$ cat src/rtl/core/windowed_pseudocolor_map_defines.svh
// Assertion macros for the windowed pseudocolor map RTL, used by its queue.
`ifndef WINDOWED_PSEUDOCOLOR_MAP_DEFINES_SVH
`define WINDOWED_PSEUDOCOLOR_MAP_DEFINES_SVH
`ifndef SYNTHESIS
`define WPCM_ASSERT_SAME(label, ante, cons) \
   label: assert property (@(posedge clock) disable iff (reset) (ante) |-> (cons)) \
      else $error("wpcm assertion failed");
`define WPCM_ASSERT_NEXT(label, ante, cons) \
   label: assert property (@(posedge clock) disable iff (reset) (ante) |=> (cons)) \
      else $error("wpcm assertion failed");
`else
`define WPCM_ASSERT_SAME(label, ante, cons)
`define WPCM_ASSERT_NEXT(label, ante, cons)
`endif
`endif

$ cat src/rtl/core/wpcm_queue.sv
// Two-entry queue between front end and back end.
`default_nettype none
`include "windowed_pseudocolor_map_defines.svh"
module wpcm_queue #(
   parameter int WIDTH = 8
) (
   input  wire logic             clock,
   input  wire logic             reset,
   input  wire logic             push_valid,
   output logic                  push_ready,
   input  wire logic [WIDTH-1:0] push_data,
   output logic                  pop_valid,
   input  wire logic             pop_ready,
   output logic [WIDTH-1:0]      pop_data
);

   localparam int DEPTH = 2;

   logic [WIDTH-1:0] entry_ff [0:DEPTH-1];
   logic             wr_ptr_ff, wr_ptr_in;
   logic             rd_ptr_ff, rd_ptr_in;
   logic [1:0]       count_ff, count_in;
   logic             push, pop;

   always_comb begin
      push_ready = (count_ff != 2'(DEPTH));
      pop_valid  = (count_ff != 2'd0);
      pop_data   = entry_ff[rd_ptr_ff];
      push       = push_valid && push_ready;
      pop        = pop_valid && pop_ready;
      wr_ptr_in  = push ? ~wr_ptr_ff : wr_ptr_ff;
      rd_ptr_in  = pop ? ~rd_ptr_ff : rd_ptr_ff;
      count_in   = count_ff + 2'(push) - 2'(pop);
   end

   always_ff @(posedge clock) begin
      if (reset) begin
         wr_ptr_ff <= 1'b0;
         rd_ptr_ff <= 1'b0;
         count_ff  <= 2'd0;
      end else begin
         wr_ptr_ff <= wr_ptr_in;
         rd_ptr_ff <= rd_ptr_in;
         count_ff  <= count_in;
      end
   end

   always_ff @(posedge clock) begin
      if (push) begin
         entry_ff[wr_ptr_ff] <= push_data;
      end
   end

   `WPCM_ASSERT_SAME(a_count_bound, 1'b1, count_ff <= 2'(DEPTH))
   `WPCM_ASSERT_NEXT(a_head_holds, pop_valid && !pop_ready, pop_valid && $stable(pop_data))
   `WPCM_ASSERT_NEXT(a_fill, push && !pop && count_ff == 2'd1, count_ff == 2'(DEPTH))

endmodule
`default_nettype wire

$ cat config.mk
export PLATFORM = sky130hd
export DESIGN_NAME = wpcm_queue
export DESIGN_NICKNAME = d
export VERILOG_FILES = /design/src/rtl/core/wpcm_queue.sv
export VERILOG_INCLUDE_DIRS = /design/src /design/src/rtl/core
export SDC_FILE = /design/constraint.sdc
export NUM_CORES = 1
export LEC_CHECK = 0
export BUFFER_PORTS_ARGS = -buffer_cell sky130_fd_sc_hd__buf_2
export CAP_MARGIN = 20
export CORE_UTILIZATION = 49
export DETAILED_ROUTE_END_ITERATION = 12
export GPL_TIMING_DRIVEN = 0
export MAX_ROUTING_LAYER = met4
export PLACE_DENSITY = 0.78
export REMOVE_ABC_BUFFERS = 1
export SYNTH_ARGS = -nofsm -noshare
export SYNTH_HDL_FRONTEND = slang
export SYNTH_SLANG_ARGS = --single-unit
$ cat constraint.sdc
create_clock -name clock -period 1.95 [get_ports clock]
set_input_delay 0.2925 -clock clock [delete_from_list [all_inputs] [get_ports clock]]
set_output_delay 0.2925 -clock clock [all_outputs]
set_load 0.02 [all_outputs]
==> run_summary.xml <==
<?xml version="1.0" encoding="UTF-8"?>
<metrics>
  <group name="timing">
    <metric name="max_freq" unit="MHz">604</metric>
    <metric name="maxSlewViolCount" unit="">0</metric>
    <metric name="worst_max_slew_margin_expressed_relative_to_the_limit" unit="">0.552</metric>
    <metric name="finalSetupTns" unit="ps">0</metric>
    <metric name="final.setup_skew" unit="ps">6.26</metric>
    <metric name="layout_worst_path_cycle_share" unit="">0.848</metric>
    <metric name="max_slew.worst_pin.slew" unit="ps">670</metric>
    <metric name="hold_viol" unit="">0</metric>
    <metric name="grt_setup_unrepaired" unit="">no</metric>
    <metric name="layout_min_cycle_time" unit="ps">1650</metric>
    <metric name="setup_viol_count_final" unit="">0</metric>
  </group>
  <group name="setup_path">
    <metric name="critical_path.max_stage_delay" unit="ps">540</metric>
    <metric name="cp_slowest_cell" unit="">sky130_fd_sc_hd__dfxtp_1</metric>
    <metric name="crit_path_cell_trace" unit="">mux2_1 &gt; buf_2</metric>
    <metric name="startpoint_type" unit="">flip-flop</metric>
    <metric name="path_delay_family" unit="">flip-flops</metric>
    <metric name="critical_path_peak_fanout" unit="">8</metric>
    <metric name="timing.critical_path.buf_inv" unit="">1</metric>
    <metric name="worstPathRequired" unit="ps">1660</metric>
    <metric name="worst_setup_path_end_kind" unit="">output port</metric>
    <metric name="timing_worst_setup_path_type" unit="">reg -&gt; out</metric>
    <metric name="worst_ep_arrival_time" unit="ps">1360</metric>
    <metric name="r2r_setup_slack" unit="ps">420</metric>
  </group>
  <group name="synth">
    <metric name="synth_sequential_area_ratio" unit="">0.714</metric>
    <metric name="netlist_instances" unit="">49</metric>
    <metric name="yosysTopAreaCell" unit="">sky130_fd_sc_hd__edfxtp_1</metric>
    <metric name="synth-warning-count" unit="">0</metric>
    <metric name="synth_seq_cells" unit="">21</metric>
    <metric name="yosysMostFrequentCell" unit="">sky130_fd_sc_hd__edfxtp_1</metric>
    <metric name="number_of_enable_type_register_cells_in_the_synthesized_netlist" unit="">16</metric>
    <metric name="top_flip_flop_cell_by_instance_count_after_synthesis" unit="">sky130_fd_sc_hd__edfxtp_1</metric>
    <metric name="synth_cell_type_count" unit="">16</metric>
    <metric name="synth_commonest_cells" unit="">16 x sky130_fd_sc_hd__edfxtp_1, 8 x sky130_fd_sc_hd__mux2_1, 5 x sky130_fd_sc_hd__dfxtp_1, 5 x sky130_fd_sc_hd__nor2_1</metric>
    <metric name="post_synth_main_area_contributors" unit="">sky130_fd_sc_hd__edfxtp_1 59%, sky130_fd_sc_hd__dfxtp_1 12%, sky130_fd_sc_hd__mux2_1 11%, sky130_fd_sc_hd__ha_1 3.1%, sky130_fd_sc_hd__nor2_1 2.3%</metric>
    <metric name="synth_area" unit="um^2">813</metric>
    <metric name="synthesized_area_divided_by_synthesized_cell_count" unit="um^2">16.6</metric>
    <metric name="ys_async_sr_fraction" unit="">0</metric>
    <metric name="synth_top_cell_area_share" unit="">0.591</metric>
  </group>
  <group name="clock_network">
    <metric name="clkSlewWorstSetupHoldPaths" unit="ps">110</metric>
    <metric name="cts_inserted_buffers" unit="">3</metric>
    <metric name="h_tree_levels" unit="">1</metric>
    <metric name="clk_latency" unit="ps">300</metric>
    <metric name="cts_resized" unit="">0</metric>
    <metric name="post-cts-setup-buffer-count" unit="">0</metric>
    <metric name="cts.hold.buffers_added" unit="">0</metric>
    <metric name="clk_root_buffer_cell" unit="">sky130_fd_sc_hd__clkbuf_4</metric>
    <metric name="tritoncts_clock_tree" unit="">built</metric>
    <metric name="cts.sinks" unit="">21</metric>
    <metric name="bufs_on_longest_clock_path" unit="">2</metric>
  </group>
  <group name="die">
    <metric name="fp.dieArea" unit="um^2">1830</metric>
    <metric name="placeableCoreArea" unit="um^2">1520</metric>
    <metric name="die_h" unit="um">42.7</metric>
    <metric name="fp.dieW" unit="um">42.7</metric>
    <metric name="floorplan.rows" unit="">14</metric>
    <metric name="initial_utilization" unit="">0.534</metric>
    <metric name="i_o_pins" unit="">22</metric>
  </group>
  <group name="outcome">
    <metric name="run_status" unit="">finished clean</metric>
  </group>
  <group name="layout">
    <metric name="drive_above_1_share" unit="">0.384</metric>
    <metric name="finalNonFillerCells" unit="">89</metric>
    <metric name="fin_nets" unit="">88</metric>
    <metric name="area_growth" unit="%">18.0</metric>
    <metric name="antenna_cells" unit="">0</metric>
  </group>
  <group name="routing">
    <metric name="dr.first_iter.drc_count" unit="">9</metric>
    <metric name="route.vias.total" unit="">450</metric>
    <metric name="detail_route.vias_per_cell" unit="">5.06</metric>
    <metric name="drt_first_pass_iters" unit="">2</metric>
    <metric name="dr_wl_met2" unit="um">624</metric>
    <metric name="drt-met1-wl" unit="um">468</metric>
    <metric name="detail_route.drc_violations" unit="">0</metric>
    <metric name="drt_wl_total" unit="um">1150</metric>
    <metric name="ant_nets" unit="">0</metric>
    <metric name="top_layer_used" unit="">met4</metric>
    <metric name="met3RoutedLength" unit="um">54</metric>
    <metric name="routedWlPerCell" unit="um">13.0</metric>
  </group>
  <group name="global_routing">
    <metric name="grt_overflow" unit="">0</metric>
    <metric name="grt_use_total" unit="">0.153</metric>
    <metric name="initial_antenna_violation_count" unit="">0</metric>
    <metric name="grt_pass1_vias" unit="">468</metric>
    <metric name="first_pass_grt_wire_length" unit="um">1870</metric>
    <metric name="maximum_number_of_pins_on_one_net_before_global_route_repair" unit="">12</metric>
  </group>
  <group name="place">
    <metric name="buffer_ports.inserted" unit="">21</metric>
    <metric name="hpwlAfterDp" unit="um">822</metric>
    <metric name="gp_congestion" unit="">0.692</metric>
    <metric name="place.detailed.instances" unit="">85</metric>
  </group>
  <group name="flow_run">
    <metric name="cap_violations" unit="">0</metric>
  </group>
  <group name="power_and_ir_drop">
    <metric name="cellPowerDensity" unit="nW/um^2">1260</metric>
    <metric name="vdd_ir_drop_max" unit="V">0.000675</metric>
    <metric name="total_leakage_power" unit="nW">0.393</metric>
  </group>
  <group name="min_path">
    <metric name="hold_path_class" unit="">in -&gt; reg</metric>
  </group>
</metrics>
sequential cells by signal, summed over array words and instances (netlist names), named ones only:
name	flops
rd_ptr_ff	1
count_ff	2
entry_ff	16
wr_ptr_ff	1
cell usage in the layout, fill, tap and decap left out, drive strengths merged:
cell,Yosys,routed
nor2,5,5
nand2,1,1
or2,1,1
edfxtp,16,16
xor2,1,1
ha,2,2
dfxtp,5,5
and3,1,1
xnor2,2,2
mux2,9,9
clkbuf,0,4
nand2b,1,1
o21a,1,1
nor2b,2,2
buf,1,21
inv,1,1
path summary, 6_finish.rpt:
check,from,endpoint,cells after the start
setup / recovery,flip-flop,pop_data[2],2
hold / removal,push_data[3],entry_ff[0][3],1
setup reg to reg,count_ff[0],count_ff[1],8
hold reg to reg,rd_ptr_ff,rd_ptr_ff,2
layer usage:
metal  track usage  up-vias
li1              -      225
met1         0.147      211
met2         0.267       12
met3        0.0553        2
met4        0.0750        0
met5             -        -
report_power, final:
group | leakage, nW | switching, mW | internal, mW
clock | 0.0150 | 0.120 | 0.0796
combinational | 0.188 | 0.214 | 0.172
sequential | 0.191 | 0.0522 | 0.570
total | 0.393 | 0.386 | 0.821
area by class of cell:
cell class	count	area [um^2]
Clock buffer	4	26.3
Fill cell	129	564
Inverter	1	3.75
Multi-Input combinational cell	26	224
Sequential cell	21	581
Tap cell	16	20.0
Timing Repair Buffer	21	105
cells by family after synthesis:
kind of cell	count (synthesis)	synth area share
xor gates and xnor gates	3	0.0323
buffers and inverters	2	0.0108
adders and majority gates	2	0.0308
muxes	9	0.129
DFF	21	0.714
and+or+nand+nor	11	0.0723
AOI/OAI and AO/OA	1	0.0108
metrics by stage:
step | cell area, um^2 | setup WS (ps) | hold WS [ps] | util | power, mW
after floorplan | 808 | 419 | 364 | - | 0.906
after global placement | 933 | 447 | 480 | 0.612 | 1.01
after detailed placement | 933 | 411 | 484 | 0.612 | 1.02
after CTS | 960 | 253 | 164 | 0.630 | 1.23
after global routing | 960 | 209 | 158 | 0.630 | 1.28
final | 960 | 295 | 175 | 0.630 | 1.21
No activity file was read; power rests on OpenSTA's default activity.
