--- src/rtl/core/windowed_pseudocolor_map_defines.svh ---
// Assertion macros for the windowed pseudocolor map RTL, used by its queue.
`ifndef WINDOWED_PSEUDOCOLOR_MAP_DEFINES_SVH
`define WINDOWED_PSEUDOCOLOR_MAP_DEFINES_SVH
`ifndef SYNTHESIS
`define WPCM_ASSERT_SAME(label, ante, cons) \
   label: assert property (@(posedge clock) disable iff (reset) (ante) |-> (cons)) \
      else $error("wpcm assertion failed");
`define WPCM_ASSERT_NEXT(label, ante, cons) \
   label: assert property (@(posedge clock) disable iff (reset) (ante) |=> (cons)) \
      else $error("wpcm assertion failed");
`else
`define WPCM_ASSERT_SAME(label, ante, cons)
`define WPCM_ASSERT_NEXT(label, ante, cons)
`endif
`endif

--- src/rtl/core/wpcm_pkg.sv ---
// Shared types and constants of the windowed pseudocolor map.
`default_nettype none
package wpcm_pkg;

   localparam int FRAC_BITS = 16;
   localparam int POS_BITS  = 17;
   localparam int SEL_BITS  = 5;
   localparam int CSR_INDEX_BITS = 2;
   localparam logic [SEL_BITS-1:0] TABLE_COUNT = 5'd24;

   typedef enum logic [CSR_INDEX_BITS-1:0] {
      CSR_TABLE_SELECT = 2'd0,
      CSR_WINDOW_LOW   = 2'd1,
      CSR_WINDOW_HIGH  = 2'd2
   } csr_index_type;

   typedef enum logic [SEL_BITS-1:0] {
      TBL_GREY          = 5'd0,
      TBL_GREY_INV      = 5'd1,
      TBL_TRI_BWB       = 5'd2,
      TBL_TRI_WBW       = 5'd3,
      TBL_RED           = 5'd4,
      TBL_RED_INV       = 5'd5,
      TBL_BLUE          = 5'd6,
      TBL_BLUE_INV      = 5'd7,
      TBL_GREEN         = 5'd8,
      TBL_GREEN_INV     = 5'd9,
      TBL_HOT           = 5'd10,
      TBL_HOT_INV       = 5'd11,
      TBL_CONTOUR       = 5'd12,
      TBL_CONTOUR_INV   = 5'd13,
      TBL_HOT_BLUE      = 5'd14,
      TBL_HOT_BLUE_INV  = 5'd15,
      TBL_HOT_GREEN     = 5'd16,
      TBL_HOT_GREEN_INV = 5'd17,
      TBL_SPECTRUM      = 5'd18,
      TBL_SPECTRUM_INV  = 5'd19,
      TBL_HSV_WHITE     = 5'd20,
      TBL_HSV_WHITE_INV = 5'd21,
      TBL_HSV           = 5'd22,
      TBL_HSV_INV       = 5'd23
   } table_type;

   // Classification of one item as it travels through the back end.
   typedef struct packed {
      table_type sel;
      logic      reflect;
      logic      invalid;
      logic      above;
      logic      zero;
   } item_ctl_type;

endpackage
`default_nettype wire

--- src/rtl/core/wpcm_divider.sv ---
// Pipelined restoring divider: window position num/den as Q1.16.
`default_nettype none
module wpcm_divider import wpcm_pkg::*; #(
   parameter int SAMPLE_BITS = 16
) (
   input  wire logic                   clock,
   input  wire logic                   reset,
   input  wire logic                   advance,
   input  wire logic                   in_valid,
   input  item_ctl_type                in_ctl,
   input  wire logic [SAMPLE_BITS:0]   in_num,
   input  wire logic [SAMPLE_BITS:0]   in_den,
   output logic                        out_valid,
   output item_ctl_type                out_ctl,
   output logic [POS_BITS-1:0]         out_pos
);

   localparam logic [POS_BITS-1:0] POS_ONE = POS_BITS'(1) << FRAC_BITS;

   logic                       valid_ff [0:FRAC_BITS];
   item_ctl_type               ctl_ff   [0:FRAC_BITS];
   logic [SAMPLE_BITS:0]       rem_ff   [0:FRAC_BITS];
   logic [SAMPLE_BITS:0]       den_ff   [0:FRAC_BITS];
   logic [POS_BITS-1:0]        quo_ff   [0:FRAC_BITS];

   // One quotient bit per stage, most significant first.
   for (genvar k = 0; k <= FRAC_BITS; k++) begin : g_stage
      logic [SAMPLE_BITS+1:0] trial;
      logic [SAMPLE_BITS+1:0] diff;
      logic [SAMPLE_BITS:0]   den_src;
      logic [POS_BITS-1:0]    quo_src;
      logic [POS_BITS-1:0]    quo_in;
      logic [SAMPLE_BITS:0]   rem_in;
      item_ctl_type           ctl_src;
      logic                   valid_src;
      logic                   ge;

      if (k == 0) begin : g_first
         assign trial     = {1'b0, in_num};
         assign den_src   = in_den;
         assign quo_src   = '0;
         assign ctl_src   = in_ctl;
         assign valid_src = in_valid;
      end else begin : g_next
         assign trial     = {rem_ff[k-1], 1'b0};
         assign den_src   = den_ff[k-1];
         assign quo_src   = quo_ff[k-1];
         assign ctl_src   = ctl_ff[k-1];
         assign valid_src = valid_ff[k-1];
      end

      always_comb begin
         diff   = trial - {1'b0, den_src};
         ge     = (trial >= {1'b0, den_src});
         rem_in = ge ? diff[SAMPLE_BITS:0] : trial[SAMPLE_BITS:0];
         quo_in = quo_src;
         quo_in[FRAC_BITS-k] = ge;
      end

      always_ff @(posedge clock) begin
         if (reset) begin
            valid_ff[k] <= 1'b0;
         end else if (advance) begin
            valid_ff[k] <= valid_src;
         end
      end

      always_ff @(posedge clock) begin
         if (advance) begin
            rem_ff[k] <= rem_in;
            den_ff[k] <= den_src;
            quo_ff[k] <= quo_in;
            ctl_ff[k] <= ctl_src;
         end
      end
   end

   always_comb begin
      out_valid = valid_ff[FRAC_BITS];
      out_ctl   = ctl_ff[FRAC_BITS];
      if (ctl_ff[FRAC_BITS].zero) begin
         out_pos = '0;
      end else if (ctl_ff[FRAC_BITS].above) begin
         out_pos = POS_ONE;
      end else begin
         out_pos = quo_ff[FRAC_BITS];
      end
   end

endmodule
`default_nettype wire

--- config.mk ---
export PLATFORM = sky130hd
export DESIGN_NAME = wpcm_divider
export DESIGN_NICKNAME = d
export VERILOG_FILES = /design/src/rtl/core/windowed_pseudocolor_map_defines.svh /design/src/rtl/core/wpcm_pkg.sv /design/src/rtl/core/wpcm_divider.sv
export SDC_FILE = /design/constraint.sdc
export NUM_CORES = 1
export LEC_CHECK = 0
export ABC_CLOCK_PERIOD_IN_PS = 3800
export BUFFER_PORTS_ARGS = -buffer_cell sky130_fd_sc_hd__buf_2
export CORE_MARGIN = 1
export CORE_UTILIZATION = 45
export DETAILED_ROUTE_END_ITERATION = 7
export PLACE_DENSITY = 0.66
export SYNTH_ARGS = -nofsm -noshare
export SYNTH_HDL_FRONTEND = slang
export SYNTH_SLANG_ARGS = --single-unit
--- constraint.sdc ---
create_clock -name clock -period 3.8 [get_ports clock]
set_input_delay 0.19 -clock clock [delete_from_list [all_inputs] [get_ports clock]]
set_output_delay 0.19 -clock clock [all_outputs]
set_load 0.005 [all_outputs]
==> load_flow_metrics.sql <==
INSERT INTO impl_metrics (metric_group, metric, value, unit) VALUES
('flow_run', 'drv.max_cap_violation_count', '0', ''),
('status', 'outcome', 'finished, final reports clean', ''),
('worst_setup_path', 'worst_setup_path_start_kind', 'flop', ''),
('sta', 'worst_slew_margin_rel', '0.3190', ''),
('worst_setup_path', 'worstPathRequired', '4.19', 'ns'),
('floorplan', 'fp.coreArea', '95010', 'sq um'),
('clock_network', 'clkTransAtPathRegs', '0.06', 'ns'),
('clock_network', 'cts.htree.levels', '3', ''),
('floorplan', 'design.die.area', '97310', 'sq um'),
('placement', 'port_buffers', '73', ''),
('worst_setup_path', 'r2r-end', 'rem_ff[0][132]$_DFFE_PP_', ''),
('sta', 'worst_pin_slew', '1.021', 'ns'),
('power_and_ir_drop', 'leakage', '19.54', 'nW'),
('worst_setup_path', 'end_kind', 'flop', ''),
('grt', 'groute.usage.overall', '0.1629', ''),
('clock_network', 'cts_setup_buffers', '0', ''),
('cells_and_area', 'antennaDiodeCount', '0', ''),
('yosys', 'net_count_of_the_mapped_netlist', '3721', ''),
('power_and_ir_drop', 'share_seq_of_total_power', '0.385', ''),
('sta', 'grt_setup_unrepaired', 'false', ''),
('cells_and_area', 'layout_common_cells', '867 x sky130_fd_sc_hd__edfxtp_1, 364 x sky130_fd_sc_hd__inv_1, 288 x sky130_fd_sc_hd__ha_1, 193 x sky130_fd_sc_hd__o21ai_0, 187 x sky130_fd_sc_hd__a21oi_1', ''),
('grt', 'grt_max_degree', '174', ''),
('sta', 'tns', '0', 'ns'),
('sta', 'finClkSkew', '0.02725', 'ns'),
('grt', 'grt_antenna_before_repair', '0', ''),
('grt', 'first_pass_grt_wire_length', '128.2', 'mm'),
('yosys', 'postSynth.topFlopCell', 'sky130_fd_sc_hd__edfxtp_1', ''),
('clock_network', 'cts_made_buffers', '94', ''),
('sta', 'fmaxAchievable', '307.7', 'MHz'),
('yosys', 'synthTopCellsByArea', 'sky130_fd_sc_hd__edfxtp_1 60%, sky130_fd_sc_hd__ha_1 8.3%, sky130_fd_sc_hd__inv_1 3.2%, sky130_fd_sc_hd__mux2_2 2.5%, sky130_fd_sc_hd__xnor2_1 2.3%', ''),
('sta', 'finalCritPeriodShare', '0.8552', ''),
('worst_setup_path', 'rr_startpoint', 'rem_ff[0][103]$_DFFE_PP_', ''),
('cells_and_area', 'sequential_cell_area', '26040', 'sq um'),
('power_and_ir_drop', 'ir_drop', '0.4045', 'mV'),
('grt', 'remaining_global_route_overflow', '0', ''),
('yosys', 'synthCells', '3370', ''),
('grt', 'first_global_vias', '24908', ''),
('placement', 'placedCellCount', '4683', ''),
('hold_path', 'hp-start', 'reset', ''),
('yosys', 'avgSynthCellArea', '12.83', 'sq um'),
('clock_network', 'clock_tree_from_tritoncts', 'yes', ''),
('detailed_routing', 'detail_route.wl_per_cell', '16.16', 'microns'),
('cells_and_area', 'leading_cell_type_in_the_layout_fill_and_taps_excluded', 'sky130_fd_sc_hd__edfxtp_1', ''),
('yosys', 'yosys_register_bits', '867', ''),
('hold_path', 'holdPathEnd', 'valid_ff[16]$_SDFFCE_PN0P_', ''),
('detailed_routing', 'detail_route.iter0.violations', '1657', ''),
('yosys', 'synth-warning-count', '0', ''),
('power_and_ir_drop', 'p_comb_frac', '0.372', ''),
('clock_network', 'tritoncts_num_sinks', '867', ''),
('cells_and_area', 'area_growth_syn_to_layout', '12.93', '%'),
('cells_and_area', 'fillCellCount', '8137', ''),
('worst_setup_path', 'cp.arrival', '3.64', 'ns'),
('hold_path', 'hold_depth', '3', ''),
('detailed_routing', 'drc_errors', '0', ''),
('sta', 'timing_max_transition_violations_final', '0', ''),
('power_and_ir_drop', 'p_sw_frac', '0.3282', ''),
('sta', 'fin_crit', '3.250', 'ns'),
('power_and_ir_drop', 'power.total', '0.03803', 'W'),
('worst_setup_path', 'worstSetupPathType', 'reg -> reg', ''),
('detailed_routing', 'vias', '25523', ''),
('sta', 'report.final.hold_viol_count', '0', ''),
('worst_setup_path', 'ff2ff_path_depth', '10', ''),
('cells_and_area', 'fin_cells', '4902', ''),
('yosys', 'netlist-cell-type-count', '88', ''),
('power_and_ir_drop', 'power_density', '779.1', 'nW/um^2'),
('detailed_routing', 'wirelength', '79.19', 'mm'),
('floorplan', 'placementRows', '113', ''),
('clock_network', 'clock_tree_buf_depth', '3', ''),
('detailed_routing', 'route.detailed.vias_per_inst', '5.207', ''),
('yosys', 'yosysSeqAreaShare', '0.6022', ''),
('yosys', 'number_of_enable_type_register_cells_in_the_synthesized_netlist', '867', '');
-- synth_stat cells (all sizes together) (41+ instances only) --
library cell,instances
a21o,99
nand2b,44
a21oi,190
ha,288
nor2,181
inv,366
edfxtp,867
xor2,83
mux2,118
o21a,54
nor2b,59
nand2,182
o21ai,202
xnor2,113
nor3,41
-- power by group through the flow --
stage	Clock, W	Sequential (W)	Combinational, W
3_3_place_gp	0	0.0149	0.0137
4_1_cts	0.00956	0.0147	0.0141
5_1_grt	0.00991	0.0149	0.0158
3_5_place_dp	0	0.0149	0.0140
2_1_floorplan	0	0.0142	0.0114
6_report	0.00925	0.0147	0.0141
-- metal layers --
layer / routed length (microns) / track usage / vias to the layer above / share of wire
met5: 0 / 0 / - / 0
met4: 2172 / 0.05983 / 0 / 0.027
met1: 37240 / 0.2213 / 12158 / 0.47
li1: - / - / 12762 / -
met2: 36690 / 0.2654 / 465 / 0.46
met3: 3092 / 0.02475 / 138 / 0.039
-- worst max-delay path, stage by stage, from the launching register on --
cell and delay [ns]:
sky130_fd_sc_hd__edfxtp_1 0.39, sky130_fd_sc_hd__ha_1 0.36, sky130_fd_sc_hd__nor2b_1 0.17, sky130_fd_sc_hd__o31a_1 0.31, sky130_fd_sc_hd__nor4b_4 0.32, sky130_fd_sc_hd__o31ai_4 0.16
sky130_fd_sc_hd__o211ai_1 0.20, sky130_fd_sc_hd__a32o_1 0.63, sky130_fd_sc_hd__buf_4 0.27, sky130_fd_sc_hd__nor2b_1 0.14, sky130_fd_sc_hd__a41oi_1 0.05
-- flip-flops by register name, summed over array words and instances (netlist names) --
name and cells:
den_ff 272, rem_ff 272, ctl_ff 153, quo_ff 153, valid_ff 17
-- how the worst max path moves through the flow --
stage / from / endpoint / slack (ns) / depth (start not counted)
3_5_place_dp: rem_ff[0][103]$_DFFE_PP_ / rem_ff[0][132]$_DFFE_PP_ / 0.57 / 10
6_report: rem_ff[0][103]$_DFFE_PP_ / rem_ff[0][132]$_DFFE_PP_ / 0.55 / 10
4_1_cts: rem_ff[0][103]$_DFFE_PP_ / rem_ff[0][132]$_DFFE_PP_ / 0.56 / 10
3_3_place_gp: den_ff[0][155]$_DFFE_PP_ / rem_ff[0][185]$_DFFE_PP_ / 0.60 / 10
5_1_grt: rem_ff[0][103]$_DFFE_PP_ / rem_ff[0][132]$_DFFE_PP_ / 0.22 / 10
2_1_floorplan: rem_ff[0][137]$_DFFE_PP_ / rem_ff[0][162]$_DFFE_PP_ / 1.04 / 10
-- metrics by stage --
step | setup slack [ns] | util | instance area, sq um | hold slack, ns
after floorplan | 1.037 | - | 43230 | 0.2889
after global placement | 0.6003 | 0.4759 | 45220 | 0.3669
after detailed placement | 0.5698 | 0.4759 | 45220 | 0.3681
after CTS | 0.5646 | 0.5138 | 48820 | 0.1225
after global routing | 0.2215 | 0.5138 | 48820 | 0.2068
final | 0.5504 | 0.5138 | 48820 | 0.1757
-- cell type report --
type | count | share of cell area
well taps | 1265 | 0.03242
flip-flops and latches | 867 | 0.5333
multi-input cells | 2089 | 0.3196
clock buffers | 103 | 0.04887
repair buffers | 141 | 0.02199
inverters | 366 | 0.02814
clock inverters | 71 | 0.01566
-- cell families after synthesis --
| family | Yosys count | synth area share |
|---|---|---|
| AOI/OAI and AO/OA | 746 | 0.1118 |
| xor gates and xnor gates | 196 | 0.03971 |
| adders and majority gates | 304 | 0.09076 |
| buffers and inverters | 414 | 0.03739 |
| DFF | 867 | 0.6022 |
| muxes | 136 | 0.03681 |
| and+or+nand+nor | 707 | 0.08133 |
-- repair_timing --
item                      CTS  global route
hold buffers               45             0
gates resized for setup     0             0
hold endpoints to repair   66             0
No activity file was read; power rests on OpenSTA's default activity.
