[src/rtl/core/windowed_pseudocolor_map_defines.svh]
// Assertion macros for the windowed pseudocolor map RTL, used by its queue.
`ifndef WINDOWED_PSEUDOCOLOR_MAP_DEFINES_SVH
`define WINDOWED_PSEUDOCOLOR_MAP_DEFINES_SVH
`ifndef SYNTHESIS
`define WPCM_ASSERT_SAME(label, ante, cons) \
   label: assert property (@(posedge clock) disable iff (reset) (ante) |-> (cons)) \
      else $error("wpcm assertion failed");
`define WPCM_ASSERT_NEXT(label, ante, cons) \
   label: assert property (@(posedge clock) disable iff (reset) (ante) |=> (cons)) \
      else $error("wpcm assertion failed");
`else
`define WPCM_ASSERT_SAME(label, ante, cons)
`define WPCM_ASSERT_NEXT(label, ante, cons)
`endif
`endif

[src/rtl/core/wpcm_pkg.sv]
// Shared types and constants of the windowed pseudocolor map.
`default_nettype none
package wpcm_pkg;

   localparam int FRAC_BITS = 16;
   localparam int POS_BITS  = 17;
   localparam int SEL_BITS  = 5;
   localparam int CSR_INDEX_BITS = 2;
   localparam logic [SEL_BITS-1:0] TABLE_COUNT = 5'd24;

   typedef enum logic [CSR_INDEX_BITS-1:0] {
      CSR_TABLE_SELECT = 2'd0,
      CSR_WINDOW_LOW   = 2'd1,
      CSR_WINDOW_HIGH  = 2'd2
   } csr_index_type;

   typedef enum logic [SEL_BITS-1:0] {
      TBL_GREY          = 5'd0,
      TBL_GREY_INV      = 5'd1,
      TBL_TRI_BWB       = 5'd2,
      TBL_TRI_WBW       = 5'd3,
      TBL_RED           = 5'd4,
      TBL_RED_INV       = 5'd5,
      TBL_BLUE          = 5'd6,
      TBL_BLUE_INV      = 5'd7,
      TBL_GREEN         = 5'd8,
      TBL_GREEN_INV     = 5'd9,
      TBL_HOT           = 5'd10,
      TBL_HOT_INV       = 5'd11,
      TBL_CONTOUR       = 5'd12,
      TBL_CONTOUR_INV   = 5'd13,
      TBL_HOT_BLUE      = 5'd14,
      TBL_HOT_BLUE_INV  = 5'd15,
      TBL_HOT_GREEN     = 5'd16,
      TBL_HOT_GREEN_INV = 5'd17,
      TBL_SPECTRUM      = 5'd18,
      TBL_SPECTRUM_INV  = 5'd19,
      TBL_HSV_WHITE     = 5'd20,
      TBL_HSV_WHITE_INV = 5'd21,
      TBL_HSV           = 5'd22,
      TBL_HSV_INV       = 5'd23
   } table_type;

   // Classification of one item as it travels through the back end.
   typedef struct packed {
      table_type sel;
      logic      reflect;
      logic      invalid;
      logic      above;
      logic      zero;
   } item_ctl_type;

endpackage
`default_nettype wire

[src/rtl/core/wpcm_front.sv]
// Front end: configuration registers and item classification.
`default_nettype none
module wpcm_front import wpcm_pkg::*; #(
   parameter int SAMPLE_BITS = 16
) (
   input  wire logic                          clock,
   input  wire logic                          reset,
   input  wire logic                          csr_write_enable,
   input  wire logic [CSR_INDEX_BITS-1:0]     csr_index,
   input  wire logic [SAMPLE_BITS-1:0]        csr_write_data,
   input  wire logic signed [SAMPLE_BITS-1:0] sample_value,
   input  wire logic                          sample_invalid,
   output item_ctl_type                       ctl,
   output logic [SAMPLE_BITS:0]               num,
   output logic [SAMPLE_BITS:0]               den
);

   localparam int EW = SAMPLE_BITS + 3;
   localparam logic [SAMPLE_BITS-1:0] HIGH_RESET = SAMPLE_BITS'(32767);

   logic [SEL_BITS-1:0]           table_select_ff;
   logic signed [SAMPLE_BITS-1:0] window_low_ff;
   logic signed [SAMPLE_BITS-1:0] window_high_ff;

   always_ff @(posedge clock) begin
      if (reset) begin
         table_select_ff <= '0;
         window_low_ff   <= '0;
         window_high_ff  <= HIGH_RESET;
      end else if (csr_write_enable) begin
         case (csr_index_type'(csr_index))
            CSR_TABLE_SELECT: table_select_ff <= csr_write_data[SEL_BITS-1:0];
            CSR_WINDOW_LOW:   window_low_ff   <= csr_write_data;
            CSR_WINDOW_HIGH:  window_high_ff  <= csr_write_data;
            default: ;
         endcase
      end
   end

   logic [SEL_BITS-1:0]  sel_raw;
   logic [SEL_BITS-1:0]  sel_norm;
   logic                 reflect;
   logic signed [EW-1:0] low_x, high_x, d_x, dr_x, num_x, den_x, num_a, den_a;

   always_comb begin
      sel_raw = (table_select_ff >= TABLE_COUNT) ? SEL_BITS'(TBL_GREY) : table_select_ff;
      reflect = sel_raw[0] && (sel_raw != SEL_BITS'(TBL_TRI_WBW))
                && (sel_raw != SEL_BITS'(TBL_CONTOUR_INV));
      sel_norm = reflect ? {sel_raw[SEL_BITS-1:1], 1'b0} : sel_raw;

      low_x  = EW'(window_low_ff);
      high_x = EW'(window_high_ff);
      d_x    = sample_invalid ? low_x : EW'(sample_value);
      dr_x   = reflect ? (high_x + low_x - d_x) : d_x;
      num_x  = dr_x - low_x;
      den_x  = high_x - low_x;
      if (den_x < 0) begin
         num_a = -num_x;
         den_a = -den_x;
      end else begin
         num_a = num_x;
         den_a = den_x;
      end

      ctl.sel     = table_type'(sel_norm);
      ctl.reflect = reflect;
      ctl.invalid = sample_invalid;
      ctl.zero    = (num_a <= 0);
      ctl.above   = (num_a > 0) && (num_a > den_a);
      num = num_a[SAMPLE_BITS:0];
      den = den_a[SAMPLE_BITS:0];
   end

endmodule
`default_nettype wire

[config.mk]
export PLATFORM = sky130hd
export DESIGN_NAME = wpcm_front
export DESIGN_NICKNAME = d
export VERILOG_FILES = /design/src/rtl/core/windowed_pseudocolor_map_defines.svh /design/src/rtl/core/wpcm_pkg.sv /design/src/rtl/core/wpcm_front.sv
export SDC_FILE = /design/constraint.sdc
export NUM_CORES = 1
export LEC_CHECK = 0
export ABC_AREA = 0
export BUFFER_PORTS_ARGS = -buffer_cell sky130_fd_sc_hd__buf_2
export CAP_MARGIN = 30
export CORE_MARGIN = 2
export CORE_UTILIZATION = 50
export CTS_CLUSTER_DIAMETER = 100
export CTS_CLUSTER_SIZE = 8
export DETAILED_ROUTE_END_ITERATION = 6
export PLACE_DENSITY = 0.71
export SYNTH_ARGS = -nofsm -noshare
export SYNTH_HDL_FRONTEND = slang
export SYNTH_SLANG_ARGS = --single-unit
[constraint.sdc]
create_clock -name clock -period 11.1 [get_ports clock]
set_input_delay 0.555 -clock clock [delete_from_list [all_inputs] [get_ports clock]]
set_output_delay 0.555 -clock clock [all_outputs]
set_load 0.1 [all_outputs]
==> impl_results.md, run 1 <==
* Status: complete, no violations
* Post-synthesis cell count at 836
* Number of global-route vias before repair at 5260
* I/O pin count at 81
* Synth cell types at 78
* Die Ht at 116 µm
* Global placer's final weighted congestion at 0.896
* First-pass GRT wire length at 24.7 mm
* Max-cap violation count at 0
* Register area share after synthesis at 0.118
* Starting Density at 0.518
* # port buffers at 80
* Syn avg cell area at 7.53 µm²
* Hold Crit Class: flip-flop to flip-flop
* Critical hold path startpoint: window_low_ff[11]
* ANT cells at 0
* Pwr per Cell Area at 183 mW/mm²
* Pre-CTS setup slack at 2.48 ns
* # DRC at 0
* Fin. Hold Viols at 0
* Routed Antenna Nets at 0
* Hold endpoint: window_low_ff[11]
* WHS Path Cells at 2
* Crit-path max FO at 17
* Period Utilization, post-route at 0.778
* Via density at 5.53
* Slew of the pin with the lowest slew margin at 0.951 ns
* Share of layout cells above drive strength 1 at 0.144
* Clk root buf: clkbuf_16
* Post-synth EDFFs at 0
* Post-synthesis async set-or-reset flop share at 0
* Peak VDD IR at 104 µV
* Total wire length at 15.3 mm
* P&R area growth vs syn at 10.9%
* Area after DPL at 0.00682 mm²
* Worst hold margin at 0.474 ns
* Die W at 116 µm
* Number of antenna violations at the first check in global routing at 0
* Clock Pin Slew Worst Setup and Hold Paths at 0.05 ns
* Final nets at 1030
* Crit Path Category: input pin to primary output
* Worst reg2reg path depth at 3
* Final setup fails at 0
* CP arrival at 8.08 ns
* Setup bufs post-CTS at 0
* CP endpoint kind: primary output
* Final worst setup slack at 2.47 ns
* CTS tree: yes
* Die Area at 0.0135 mm²
* Overall Global Routing Usage at 0.225
* Drt pass-1 iters at 7
* Core Area at 0.0122 mm²
* Vias at 5912
* Cts bufs inserted at 5
* Routed len/inst at 14.3 µm
* Row count at 40
* CP Data Required Time at 10.55 ns
* Worst slew margin at 0.364
* Cts hold-fix bufs at 0
* Post-Syn Area at 0.00630 mm²
* Worst R2R Start: window_high_ff[1]
* Clk_lat worst skew at 0.28 ns
* Final min period at 8.63 ns
* Final instance area at 0.00698 mm²
* Yosys Warn Count at 0
* Post-CTS Resized at 0
* Clock Path Buffers at 2
* Max Slew Vio Count at 0
* R2R setup slack at 10.20 ns
* Pin count of the biggest net entering global routing at 38
* FF+latch count, synth at 37
* Finished Core Util at 0.574
* Slowest CP cell: or4_4
* Crit-path max cell delay at 0.56 ns
* Ys flop type: dfxtp_1
* H-tree levels at 2
* Clock skew at 0 ns
* Reg2reg end: window_high_ff[1]
* Max frequency at 0.116 GHz
* P_leak at 3.21 nW
* Setup TNS at 0 ns
* DRT iter0 DRCs at 311
* Startpoint Class: input pin
* TritonCTS Sinks at 37
* RSZ-0062 raised after global routing: false
* Final HPWL DP at 12.9 mm
* Overflow after GRT at 0
## metrics by stage
stage               instances  total power [mW]
floorplan                 837             0.976
finish                   1070              1.28
global route             1070              1.36
CTS                      1070              1.28
detailed placement       1062              1.13
global placement         1060              1.12
## area by class of cell
cell class | count | area (µm²)
Tap cell | 168 | 210
Multi-Input combinational cell | 679 | 5080
Clock buffer | 7 | 153
Sequential cell | 37 | 741
Inverter | 94 | 353
Timing Repair Buffer | 84 | 438
Clock inverter | 1 | 5.00
Fill cell | 1236 | 5180
## cell families after synthesis
logic type                 synth area share
and+or+nand+nor                       0.204
muxes                                0.0517
xor gates and xnor gates              0.109
other                              0.000595
adders and majority gates             0.202
buffers and inverters                0.0759
DFF                                   0.118
AOI/OAI and AO/OA                     0.239
## layout by cell type (no fill, tap or decap), types with 9 or more instances in the layout
cell type  synthesis  final
mux2i_1           10     10
ha_1              73     73
o21a_1             9      9
o21ai_0           43     42
dfxtp_1           37     37
nor3_1            18     18
a21oi_1           57     57
a211o_1           19     19
nor2_1            74     74
fa_1              18     18
nand2b_1          13     13
xnor2_1           50     50
inv_1             94     94
nand2_1           80     80
buf_2              1     80
mux2_2            20     20
xor2_1            24     24
nand3_1           13     13
a21o_1            19     19
## worst max-delay path by stage
| stage | end | startpoint |
|---|---|---|
| floorplan | ctl[1] | sample_invalid |
| detailed placement | ctl[1] | sample_invalid |
| CTS | ctl[1] | sample_invalid |
| global placement | ctl[1] | sample_invalid |
| global route | ctl[1] | sample_invalid |
| finish | ctl[1] | sample_invalid |
## where the power goes
part | switching (mW) | leakage (nW) | internal (mW)
Sequential | 0.00469 | 0.302 | 0.138
Clock | 0.0500 | 0.0799 | 0.0949
Combinational | 0.715 | 2.83 | 0.272
## synth_stat cells (4+ instances only)
master     number  share of area
or4_1           4         0.0048
a21o_1         19          0.023
nand2_1        80          0.048
or2_2           4         0.0040
a211oi_1        8         0.0095
o21a_1          9          0.011
mux2i_1        10          0.016
nor4_1          8         0.0079
nand2b_1       13          0.013
clkbuf_1       19          0.011
nand3_1        13          0.010
and3_1          6         0.0060
nor2b_1         7         0.0070
o31ai_1         4         0.0048
a2111oi_0       4         0.0056
xor2_1         24          0.033
dfxtp_1        37           0.12
mux2_2         20          0.036
and2_1          6         0.0060
or3_1           8         0.0079
fa_1           18          0.057
xnor2_1        50          0.070
o41ai_1         6         0.0083
ha_1           73           0.15
nand4_1         6         0.0060
nor3_1         18          0.014
o21bai_1        4         0.0048
o21ai_0        43          0.034
inv_1          94          0.056
nor2_1         74          0.044
a21oi_1        57          0.045
a211o_1        19          0.026
## per-layer routing
metal / global-route usage / vias up / share of wire
li1: - / 3062 / -
met1: 0.333 / 2669 / 0.52
met2: 0.356 / 164 / 0.42
met3: 0.0104 / 17 / 0.041
met4: 0.0635 / 0 / 0.016
met5: 0 / - / 0
## flip-flops by register name, indices dropped and copies added (netlist names)
name             count
window_high_ff      16
window_low_ff       16
table_select_ff      5
## worst max-delay path: cells and delay by family
| kind | cells | cell delay (ns) |
|---|---|---|
| simple gates | 10 | 2.25 |
| compound gates | 10 | 2.06 |
| fa+ha+maj | 4 | 1.51 |
| buf+inv | 3 | 0.71 |
| xor+xnor | 2 | 0.55 |
| mux | 1 | 0.41 |
Note: power is estimated with default switching activity, not from simulation.
==> inputs of run 2 (changes only) <==
--- a/config.mk
+++ b/config.mk
@@ -5,7 +5,7 @@
 export SDC_FILE = /design/constraint.sdc
 export NUM_CORES = 1
 export LEC_CHECK = 0
-export ABC_AREA = 0
+export ABC_AREA = 1
 export BUFFER_PORTS_ARGS = -buffer_cell sky130_fd_sc_hd__buf_2
 export CAP_MARGIN = 30
 export CORE_MARGIN = 2
@@ -13,7 +13,7 @@
 export CTS_CLUSTER_DIAMETER = 100
 export CTS_CLUSTER_SIZE = 8
 export DETAILED_ROUTE_END_ITERATION = 6
-export PLACE_DENSITY = 0.71
+export PLACE_DENSITY = 0.73
 export SYNTH_ARGS = -nofsm -noshare
 export SYNTH_HDL_FRONTEND = slang
 export SYNTH_SLANG_ARGS = --single-unit
==> constraint.sdc (replaced) <==
create_clock -name clock -period 7.4 [get_ports clock]
set_input_delay 0.37 -clock clock [delete_from_list [all_inputs] [get_ports clock]]
set_output_delay 0.37 -clock clock [all_outputs]
set_load 0.1 [all_outputs]
==> run 2 against run 1 <==
Register-to-register slack got worse by 3.8 ns. Synthesized area up 6.8%. Via count grew 23%. Synthesized cell count increased by 34%. Sequential share of layout area shrank 0.92 points. Setup slack got worse by 1.9 ns. Sequential cell count unchanged. First-iteration DRC count grew 37%. Non-clock buffer count increased by 17. Highest routed layer unchanged.
==> impl_results.md, run 2 <==
* # fillers at 1416
* Finished Core Util at 0.580
* Max frequency at 0.147 GHz
* Period Utilization, post-route at 0.917
* Number of global-route vias before repair at 6431
* Fin. Hold Viols at 0
* Number of antenna violations at the first check in global routing at 0
* Routed wl met2 at 8.91 mm
* Slowest CP cell: fa_1
* Overall Global Routing Usage at 0.275
* P&R area growth vs syn at 13.7%
* Drt pass-1 iters at 5
* Clock Path Buffers at 2
* # port buffers at 80
* Crit-path max cell delay at 0.52 ns
* Register area share after synthesis at 0.110
* Net Sw Frac at 0.638
* M1 WL at 9.06 mm
* Area of the multi-input gates at 0.00514 mm²
* Crit-path max FO at 9
* CP endpoint kind: primary output
* I/O pin count at 81
* Most common cell after layout, fill and taps aside: nand2_1
* FF+latch count, synth at 37
* Core Area at 0.0132 mm²
* Max-cap violation count at 0
* Slew of the pin with the lowest slew margin at 0.899 ns
* Synth cell types at 50
* Post-synth EDFFs at 0
* H-tree levels at 2
* RSZ-0062 raised after global routing: false
* Post-synthesis cell count at 1120
* Clock share of power at 0.102
* Register area at 741 µm²
* Peak VDD IR at 199 µV
* Cts hold-fix bufs at 0
* Area after DPL at 0.00735 mm²
* Final instance area at 0.00764 mm²
* Sw power at 1.56 mW
* Post-synth top cells: nand2_1 (310), inv_1 (201), a21oi_1 (73), ha_1 (73), o21ai_0 (70)
* Status: complete, no violations
* Combinational Power Share at 0.809
* CTS tree: yes
* Row count at 42
* Worst R2R Start: window_low_ff[1]
* Worst setup path startpoint: sample_invalid
* Sequential share of power at 0.089
* Cts bufs inserted at 5
* Final nets at 1335
* P_leak at 4.11 nW
* Biggest regs: window_high_ff (16), window_low_ff (16), table_select_ff (5)
* Critical hold path startpoint: csr_write_data[5]
* Pin count of the biggest net entering global routing at 49
* Share of layout cells above drive strength 1 at 0.148
* Max Used Layer: met4
* DRT iter0 DRCs at 427
* Dominant cell type by area after synthesis: nand2_1
* # DRC at 0
* Ys flop type: dfxtp_1
* Syn avg cell area at 6.01 µm²
* Routed len/inst at 14.4 µm
* Vias at 7254
* Clk_lat worst skew at 0.28 ns
* Routed Antenna Nets at 0
* Setup TNS at 0 ns
* Finished Layout Cells at 1383
* ANT cells at 0
* Yosys Warn Count at 0
* Hold Crit Class: input pin to flip-flop
* Pwr per Cell Area at 319 mW/mm²
* Commonest non-fill, non-tap cells in the layout: nand2_1 (310), inv_1 (200), buf_2 (79), ha_1 (73), a21oi_1 (69)
* Die Area at 0.0144 mm²
* First-pass GRT wire length at 31.6 mm
* Via density at 5.25
* Worst slew margin at 0.397
* Final setup fails at 0
* Pre-CTS setup slack at 0.287 ns
* Die Ht at 120 µm
* Max Slew Vio Count at 0
* Starting Density at 0.510
* Count leader, synth: nand2_1
* Yosys top cell area share at 0.173
* Final HPWL DP at 16.7 mm
* Clock Pin Slew Worst Setup and Hold Paths at 0.06 ns
* Clk root buf: clkbuf_16
* Clock skew at 0 ns
* Final worst setup slack at 0.616 ns
* TritonCTS Sinks at 37
* Post-synthesis async set-or-reset flop share at 0
* Placed insts at 1367
* Startpoint Class: input pin
* Internal power at 0.882 mW
* Crit Path Category: input pin to primary output
* Final min period at 6.78 ns
* Overflow after GRT at 0
* Global placer's final weighted congestion at 0.984
* Wire length on met3 at 880 µm
* CP Data Required Time at 7.03 ns
* Die W at 120 µm
* Bufs and invs on worst path at 7
* Post-Syn Area at 0.00673 mm²
* CP arrival at 6.41 ns
* CP delay by family, top: simple AND/OR/NAND/NOR gates
* Ranking of synthesized cells by area: nand2_1 (17%), ha_1 (14%), inv_1 (11%)
* Total wire length at 19.9 mm
run 2: cell count changes after synthesis, sizes merged, moves of 20 or more:
| cell | change |
|---|---|
| o21ai | +31 |
| nand2 | +250 |
| mux2 | -20 |
| nand3 | +62 |
| xnor2 | -34 |
| inv | +113 |
run 2: metrics by stage:
stage	hold WS (ns)	power (mW)
2_1_floorplan	0.465	1.80
3_3_place_gp	0.497	2.15
3_5_place_dp	0.496	2.15
4_1_cts	0.312	2.41
5_1_grt	0.333	2.63
6_report	0.317	2.44
run 2: cell type report:
| class | count | share of cell area |
|---|---|---|
| Multi-Input combinational cell | 852 | 0.672 |
| Inverter | 209 | 0.103 |
| Sequential cell | 37 | 0.0969 |
| Timing Repair Buffer | 101 | 0.0759 |
| Tap cell | 176 | 0.0288 |
| Clock buffer | 6 | 0.0182 |
| Clock inverter | 2 | 0.00491 |
run 2: worst paths after layout:
path                              to  slack [ns]  depth (start not counted)
setup / recovery              ctl[1]        0.62                         35
hold / removal     window_high_ff[5]        0.32                          3
setup reg to reg    window_low_ff[1]        6.41                          3
hold reg to reg   table_select_ff[1]        0.51                          2
run 2: worst min-delay path: cells and delay by family:
kind / cells / cell delay [ns]
buf+inv: 1 / 0.08
compound gates: 1 / 0.06
simple gates: 1 / 0.05
run 2: timing repair:
action                     in CTS  in global routing
gates resized for setup         0                 21
setup endpoints to repair       0                  1
setup buffers                   0                  7
run 2: routing by layer:
layer,up-vias,GRT usage
met5,-,0
met1,3237,0.366
li1,3773,-
met4,0,0.132
met2,205,0.451
met3,39,0.0200
run 2: power by group through the flow:
stage | clock [mW] | combinational [mW] | sequential (mW)
6_report | 0.249 | 1.97 | 0.216
5_1_grt | 0.261 | 2.15 | 0.217
4_1_cts | 0.251 | 1.94 | 0.216
3_5_place_dp | 0 | 1.93 | 0.220
3_3_place_gp | 0 | 1.93 | 0.220
2_1_floorplan | 0 | 1.58 | 0.218
run 2: cell families after synthesis:
logic type | count (synthesis) | share of synthesized area
XOR/XNOR | 45 | 0.0608
AND/OR/NAND/NOR | 523 | 0.343
buffers and inverters | 232 | 0.135
flip-flops | 37 | 0.110
AO/OA/AOI/OAI | 191 | 0.161
adder cells (fa/ha/maj) | 91 | 0.189
other | 1 | 0.000558
